<file path="config.mk">
export PLATFORM = sky130hd
export DESIGN_NAME = learning_bridge_forward_top
export DESIGN_NICKNAME = d
export VERILOG_FILES = /design/src/hw/rtl/lbf_pkg.sv /design/src/hw/rtl/learning_bridge_forward_top.sv /design/src/hw/rtl/lbf_match.sv
export SDC_FILE = /design/constraint.sdc
export NUM_CORES = 2
export LEC_CHECK = 0
export BUFFER_PORTS_ARGS = -buffer_cell sky130_fd_sc_hd__buf_2
export CAP_MARGIN = 15
export CORE_UTILIZATION = 44
export DETAILED_ROUTE_END_ITERATION = 10
export GPL_ROUTABILITY_DRIVEN = 0
export PLACE_DENSITY = 0.7
export SETUP_SLACK_MARGIN = 0.2
export SYNTH_ARGS = -nofsm -noshare
export SYNTH_HDL_FRONTEND = slang
export SYNTH_SLANG_ARGS = --single-unit
</file>
<file path="constraint.sdc">
create_clock -name i_clk -period 7.2 [get_ports i_clk]
set_clock_uncertainty 0.1 [all_clocks]
set_input_delay 0.36 -clock i_clk [delete_from_list [all_inputs] [get_ports i_clk]]
set_output_delay 0.36 -clock i_clk [all_outputs]
set_load 0.05 [all_outputs]
</file>
<file path="src/hw/rtl/lbf_pkg.sv">
`default_nettype none

package lbf_pkg;

    localparam int TABLE_ENTRIES = 32;
    localparam int IDX_W         = $clog2(TABLE_ENTRIES);
    localparam int ADDR_W        = 48;
    localparam int SEG_W         = 2;

    localparam logic [IDX_W-1:0] LAST_IDX = IDX_W'(TABLE_ENTRIES - 1);

    localparam logic [SEG_W-1:0] SEG_NONE    = 2'd0;
    localparam logic [SEG_W-1:0] SEG_FIRST   = 2'd1;
    localparam logic [SEG_W-1:0] SEG_SECOND  = 2'd2;
    localparam logic [SEG_W-1:0] SEG_INVALID = 2'd3;

    typedef struct packed {
        logic [ADDR_W-1:0] src_mac;
        logic [ADDR_W-1:0] dst_mac;
        logic [SEG_W-1:0]  src_segment;
    } t_in_item;

    typedef struct packed {
        logic [SEG_W-1:0] out_segment;
        logic             flood;
        logic             learned;
    } t_out_item;

    // seg: 0 = first segment, 1 = second segment
    typedef struct packed {
        logic              valid;
        logic              seg;
        logic [ADDR_W-1:0] addr;
    } t_entry;

    typedef struct packed {
        logic             src_hit;
        logic [IDX_W-1:0] src_idx;
        logic             free_hit;
        logic [IDX_W-1:0] free_idx;
        logic             dst_hit;
        logic [IDX_W-1:0] dst_idx;
        logic             dst_seg;
    } t_match;

endpackage

`default_nettype wire

</file>
<file path="src/hw/rtl/learning_bridge_forward_top.sv">
`default_nettype none

// Two-segment learning bridge. Each transfer on the input carries one frame header;
// each produces exactly one transfer on the output: the target segment, a flood flag
// and whether the source was learned. The address table is a single-port memory of
// TABLE_ENTRIES entries, scanned one entry per cycle with source and destination
// compared together. An accepted item passes through the scan, a compare of the last
// read and an update step (S_SCAN, S_DRAIN, S_FINISH) before its result is presented,
// and the block returns to idle before the next item is taken, so no new item is
// accepted while one is in progress. A result still stalled on the output holds the
// update step until it leaves. After reset a clearing pass writes every entry; no
// input is accepted during it. A full table is refilled round-robin.
module learning_bridge_forward_top (
    input  logic               i_clk,
    input  logic               i_rst_n,
    input  logic               i_in_valid,
    output logic               o_in_stall,
    input  lbf_pkg::t_in_item  i_in_data,
    output logic               o_out_valid,
    input  logic               i_out_stall,
    output lbf_pkg::t_out_item o_out_data
);
    import lbf_pkg::*;

    typedef enum logic [4:0] {
        S_CLEAR  = 5'b00001,
        S_IDLE   = 5'b00010,
        S_SCAN   = 5'b00100,
        S_DRAIN  = 5'b01000,
        S_FINISH = 5'b10000
    } t_state;

    t_state           r_state;
    t_state           n_state;
    logic [IDX_W-1:0] r_cnt;
    logic [IDX_W-1:0] r_repl;
    t_in_item         r_item;
    t_entry           r_table [TABLE_ENTRIES];
    t_entry           r_rd_word;
    logic [IDX_W-1:0] r_rd_idx;
    logic             r_rd_vld;
    logic             r_out_valid;
    t_out_item        r_out_data;
    t_match           match;

    logic             in_xfer;
    logic             finish_go;
    logic [SEG_W-1:0] seg_norm;
    logic             learn;
    logic             table_full;
    logic [IDX_W-1:0] slot;
    logic [SEG_W-1:0] dest_seg;
    logic             flood;
    t_out_item        result;

    assign o_in_stall = (r_state != S_IDLE);
    assign in_xfer    = i_in_valid && !o_in_stall;
    assign finish_go  = (r_state == S_FINISH) && (!r_out_valid || !i_out_stall);

    always_comb begin
        n_state = r_state;
        unique case (r_state)
            S_CLEAR:  if (r_cnt == LAST_IDX) n_state = S_IDLE;
            S_IDLE:   if (in_xfer) n_state = S_SCAN;
            S_SCAN:   if (r_cnt == LAST_IDX) n_state = S_DRAIN;
            S_DRAIN:  n_state = S_FINISH;
            S_FINISH: if (finish_go) n_state = S_IDLE;
            default:  n_state = S_CLEAR;
        endcase
    end

    always_ff @(posedge i_clk) begin
        if (!i_rst_n) begin
            r_state     <= S_CLEAR;
            r_cnt       <= '0;
            r_repl      <= '0;
            r_rd_vld    <= 1'b0;
            r_out_valid <= 1'b0;
        end else begin
            r_state  <= n_state;
            r_rd_vld <= (r_state == S_SCAN);
            if (r_state == S_CLEAR || r_state == S_SCAN) begin
                r_cnt <= (r_cnt == LAST_IDX) ? '0 : r_cnt + 1'b1;
            end
            if (finish_go && learn && table_full) begin
                r_repl <= (r_repl == LAST_IDX) ? '0 : r_repl + 1'b1;
            end
            if (finish_go) begin
                r_out_valid <= 1'b1;
            end else if (!i_out_stall) begin
                r_out_valid <= 1'b0;
            end
        end
    end

    always_ff @(posedge i_clk) begin
        if (in_xfer) begin
            r_item <= i_in_data;
        end
        if (finish_go) begin
            r_out_data <= result;
        end
        r_rd_idx <= r_cnt;
    end

    // table memory: one write and one registered read per cycle
    always_ff @(posedge i_clk) begin
        if (r_state == S_CLEAR) begin
            r_table[r_cnt] <= '0;
        end else if (finish_go && learn) begin
            r_table[slot] <= '{valid: 1'b1, seg: (seg_norm == SEG_SECOND), addr: r_item.src_mac};
        end
        if (r_state == S_SCAN) begin
            r_rd_word <= r_table[r_cnt];
        end
    end

    lbf_match u_match (
        .i_clk     (i_clk),
        .i_clear   (in_xfer),
        .i_rd_vld  (r_rd_vld),
        .i_rd_idx  (r_rd_idx),
        .i_rd_word (r_rd_word),
        .i_src_mac (r_item.src_mac),
        .i_dst_mac (r_item.dst_mac),
        .o_match   (match)
    );

    always_comb begin
        seg_norm   = (r_item.src_segment == SEG_INVALID) ? SEG_NONE : r_item.src_segment;
        learn      = (seg_norm != SEG_NONE);
        table_full = !match.src_hit && !match.free_hit;
        if (match.src_hit) begin
            slot = match.src_idx;
        end else if (match.free_hit) begin
            slot = match.free_idx;
        end else begin
            slot = r_repl;
        end

        // destination sees the table after this item's write
        if (learn && (r_item.dst_mac == r_item.src_mac)) begin
            dest_seg = seg_norm;
        end else if (match.dst_hit && !(learn && (slot == match.dst_idx))) begin
            dest_seg = match.dst_seg ? SEG_SECOND : SEG_FIRST;
        end else begin
            dest_seg = SEG_NONE;
        end

        flood = (dest_seg == SEG_NONE) || (dest_seg == seg_norm);
        result.flood       = flood;
        result.learned     = learn;
        result.out_segment = flood ? ((seg_norm == SEG_FIRST) ? SEG_SECOND : SEG_FIRST)
                                   : dest_seg;
    end

    assign o_out_valid = r_out_valid;
    assign o_out_data  = r_out_data;

    a_accept_starts_scan: assert property (@(posedge i_clk) disable iff (!i_rst_n)
        in_xfer |=> (r_state == S_SCAN) && (r_cnt == '0))
        else $error("scan did not start at first entry");

    a_finish_loads_output: assert property (@(posedge i_clk) disable iff (!i_rst_n)
        finish_go |=> o_out_valid && (r_state == S_IDLE))
        else $error("result not loaded on finish");

    a_out_segment_legal: assert property (@(posedge i_clk) disable iff (!i_rst_n)
        o_out_valid |-> (o_out_data.out_segment == SEG_FIRST ||
                         o_out_data.out_segment == SEG_SECOND))
        else $error("illegal output segment");

    a_repl_only_when_full: assert property (@(posedge i_clk) disable iff (!i_rst_n)
        (r_state != S_CLEAR) && !$stable(r_repl) |-> $past(finish_go && learn && table_full))
        else $error("replace pointer moved without replacement");

endmodule

`default_nettype wire

</file>
<file path="src/hw/rtl/lbf_match.sv">
`default_nettype none

module lbf_match (
    input  logic                       i_clk,
    input  logic                       i_clear,
    input  logic                       i_rd_vld,
    input  logic [lbf_pkg::IDX_W-1:0]  i_rd_idx,
    input  lbf_pkg::t_entry            i_rd_word,
    input  logic [lbf_pkg::ADDR_W-1:0] i_src_mac,
    input  logic [lbf_pkg::ADDR_W-1:0] i_dst_mac,
    output lbf_pkg::t_match            o_match
);
    import lbf_pkg::*;

    t_match r_match;
    t_match n_match;
    logic   src_eq;
    logic   dst_eq;

    assign src_eq = i_rd_word.valid && (i_rd_word.addr == i_src_mac);
    assign dst_eq = i_rd_word.valid && (i_rd_word.addr == i_dst_mac);

    always_comb begin
        n_match = r_match;
        if (i_clear) begin
            n_match.src_hit  = 1'b0;
            n_match.free_hit = 1'b0;
            n_match.dst_hit  = 1'b0;
        end else if (i_rd_vld) begin
            if (!r_match.src_hit && src_eq) begin
                n_match.src_hit = 1'b1;
                n_match.src_idx = i_rd_idx;
            end
            if (!r_match.free_hit && !i_rd_word.valid) begin
                n_match.free_hit = 1'b1;
                n_match.free_idx = i_rd_idx;
            end
            if (!r_match.dst_hit && dst_eq) begin
                n_match.dst_hit = 1'b1;
                n_match.dst_idx = i_rd_idx;
                n_match.dst_seg = i_rd_word.seg;
            end
        end
    end

    always_ff @(posedge i_clk) begin
        r_match <= n_match;
    end

    assign o_match = r_match;

endmodule

`default_nettype wire

</file>
==> impl_metrics.csv <==
group,metric,value,unit
clock_tree,root_buffer,"clkbuf_16",
critical_path,rr_endpoint,"r_table[3][21]",
timing,drv_slew,0,
synth,synth_top_area_share,76.9,%
clock_tree,post_cts_buffers,0,
timing,setup-tns-final,0,ns
floorplan,die_area,159000,sq um
floorplan,die_x,398,um
critical_path,r2r-start,"r_item[0]",
power_and_ir_drop,p_leak,27.4,nW
floorplan,die_h,398,um
global_routing,grt_pass1_vias,32400,
detailed_routing,first_iter_violations,4268,
placement,dpl-instance-area,72500,sq um
synth,yosysWarnings,0,
finish,layout_common_cells,"edfxtp_1 (1768), mux4_2 (500), clkbuf_16 (180)",
synth,synthesis.area,69100,sq um
global_routing,overflow,0,
synth,netlist_top_cells_area,"edfxtp_1 (77%), mux4_2 (16%), xor2_1 (1.2%)",
floorplan,start_util,44.3,%
timing,finalSetupViolCount,0,
timing,post-route-period-util,68.1,%
critical_path,arrival,5.22,ns
clock_tree,clk_pin_slew,0.06,ns
clock_tree,h-tree-depth,4,
critical_path,cp_max_fo,36,
finish,nets,3383,
clock_tree,clockBufferDepth,3,
timing,tightest_slew,1.25,ns
run_status,status,"finished, final reports clean",
global_routing,grt_max_degree,139,
detailed_routing,drc,0,
synth,synth-seq-cells,1793,
power_and_ir_drop,peakVddDrop,0.231,mV
finish,postLayoutCellArea,79100,sq um
clock_tree,cts_inserted_buffers,175,
timing,fmax,204,MHz
placement,port_buffers,107,
synth,ys_types,51,
synth,ys_seq_area_share,77.6,%
timing,period_minus_slack,4.90,ns
critical_path,r2r_cells,10,
synth,synthArstFlopShare,0,%
min_path,hp-start,"i_in_data[17]",
synth,synthFlopType,"edfxtp_1",
synth,synth_edf_count,1768,
min_path,whs_endpoint,"r_item[17]",
critical_path,endpoint_kind,"register",
synth,syn_inst,2933,
floorplan,num_io_pins,108,
timing,slew_headroom,16.5,%
detailed_routing,antenna_left,0,
detailed_routing,viasPerCell,6.01,
critical_path,start_kind,"register",
critical_path,critPathKind,"reg -> reg",
synth,synthesis.nets,3042,
clock_tree,cts_tree,"built",
global_routing,grt_pass1_wl,240000,um
finish,drive_above_1_share,29.7,%
synth,synth_area_per_cell,23.6,sq um
synth,synth.largest_area_cell,"edfxtp_1",
critical_path,critPathRequiredTime,7.52,ns
detailed_routing,firstDrtPassIters,5,
detailed_routing,vias,32900,
finish,layout.cells.most_common,"edfxtp_1",
placement,dp_hpwl,103000,um
global_routing,antenna_found_initial,6,
power_and_ir_drop,p_per_area,266,nW/um^2
min_path,holdPathStages,2,
flow_run,drv_cap,0,
min_path,hold_class,"in -> reg",
timing,hold_violations,0,
timing,grt_setup_unrepaired,"false",
global_routing,grt_use_total,21.5,%
clock_tree,clk_latency,0.81,ns
floorplan,core_region_area,156000,sq um
finish,syn2layout_area_growth,14.5,%
clock_tree,cts.sinks,1793,
finish,fillers,11900,
detailed_routing,totalWireLength,169000,um
detailed_routing,wl_per_cell,31.0,um
finish,n_antenna_cell,0,
critical_path,r2r_slack,2.30,ns
floorplan,rows,145,
==> worst max-delay path, stage by stage, from the launching register on <==
cell and delay, ns:
edfxtp_1 0.39, inv_1 0.10, ha_1 0.24, inv_1 0.17, nand4_1 0.14, buf_4 0.25
inv_2 0.51, mux2i_1 0.65, nand3_1 0.47, nor2_4 0.86, buf_4 0.62
==> report_power, final <==
| part | internal [W] | switching [W] |
|---|---|---|
| sequential | 0.0114 | 0.0000420 |
| clock | 0.00479 | 0.00382 |
| combinational | 0.000440 | 0.000488 |
| total | 0.0167 | 0.00435 |
==> through the flow <==
step / hold slack (ns) / utilization (%) / power [W] / std cells / setup slack [ns]
floorplan: 0.229 / - / 0.0123 / 2933 / 2.74
global placement: 0.330 / 46.5 / 0.0126 / 5041 / 2.47
detailed placement: 0.319 / 46.5 / 0.0126 / 5041 / 2.34
CTS: 0.0934 / 50.5 / 0.0212 / 5458 / 2.34
global route: 0.143 / 50.7 / 0.0216 / 5471 / 2.09
finish: 0.158 / 50.7 / 0.0210 / 5471 / 2.30
==> synth_stat cells (4+ instances only) <==
cell type,instances
or4_1,4
nand2_1,21
nor4b_1,4
inv_1,23
nor3_1,7
nand3_1,8
nor2b_1,7
dfxtp_1,25
buf_2,37
edfxtp_1,1768
o211ai_1,5
buf_6,5
and2_1,44
nor2_1,64
nand4_1,17
ha_1,7
mux4_2,500
buf_4,5
a21oi_1,14
o22ai_1,5
o21ai_0,11
clkbuf_1,71
xnor2_1,45
xor2_1,91
nor4_1,23
buf_1,16
or3_1,7
mux2_2,51
mux2i_1,12
==> final cells by class <==
type	instances	area, sq um	area share [%]
repair buffers	298	2430	3.07
multi-input cells	981	15000	19.0
clock inverters	80	634	0.802
well taps	2058	2570	3.26
flip-flops and latches	1793	53600	67.8
inverters	25	97.6	0.123
clock buffers	236	4690	5.94
==> state kept, by name (all words and copies together), names as in the netlist <==
register and count:
u_match.o_match 19, r_repl 5, r_cnt 5, r_rd_vld 1, r_item 98, r_state 5, r_rd_idx 5, o_out_valid 1
r_rd_word 50, r_table 1600, o_out_data 4
==> timing repair <==
| action | in CTS | in global routing |
|---|---|---|
| hold buffers | 101 | 0 |
| hold endpoints to repair | 117 | 0 |
| resized for setup | 0 | 0 |
==> logic make-up after synthesis <==
group | synth area share [%]
AOI/OAI and AO/OA | 0.533
xor gates and xnor gates | 1.72
adders and majority gates | 0.127
buffers and inverters | 1.01
DFF | 77.6
muxes | 17.3
and+or+nand+nor | 1.71
==> worst max path at each step <==
stage	from	to	slack (ns)
CTS	r_item[0]	r_table[0][5]	2.34
detailed placement	r_item[0]	r_table[0][21]	2.34
finish	r_item[0]	r_table[3][21]	2.30
global placement	r_item[0]	r_table[10][12]	2.47
global route	r_item[0]	r_table[1][22]	2.09
floorplan	r_item[0]	r_table[0][0]	2.74
==> routing by layer <==
metal	GRT usage (%)	vias up	share of wire (%)
met5	0	-	0.0077
met3	6.47	262	12
met1	31.1	17600	40
met4	6.53	2	2.8
met2	31.5	1920	45
li1	-	13100	-
No activity file was read; power rests on OpenSTA's default activity.
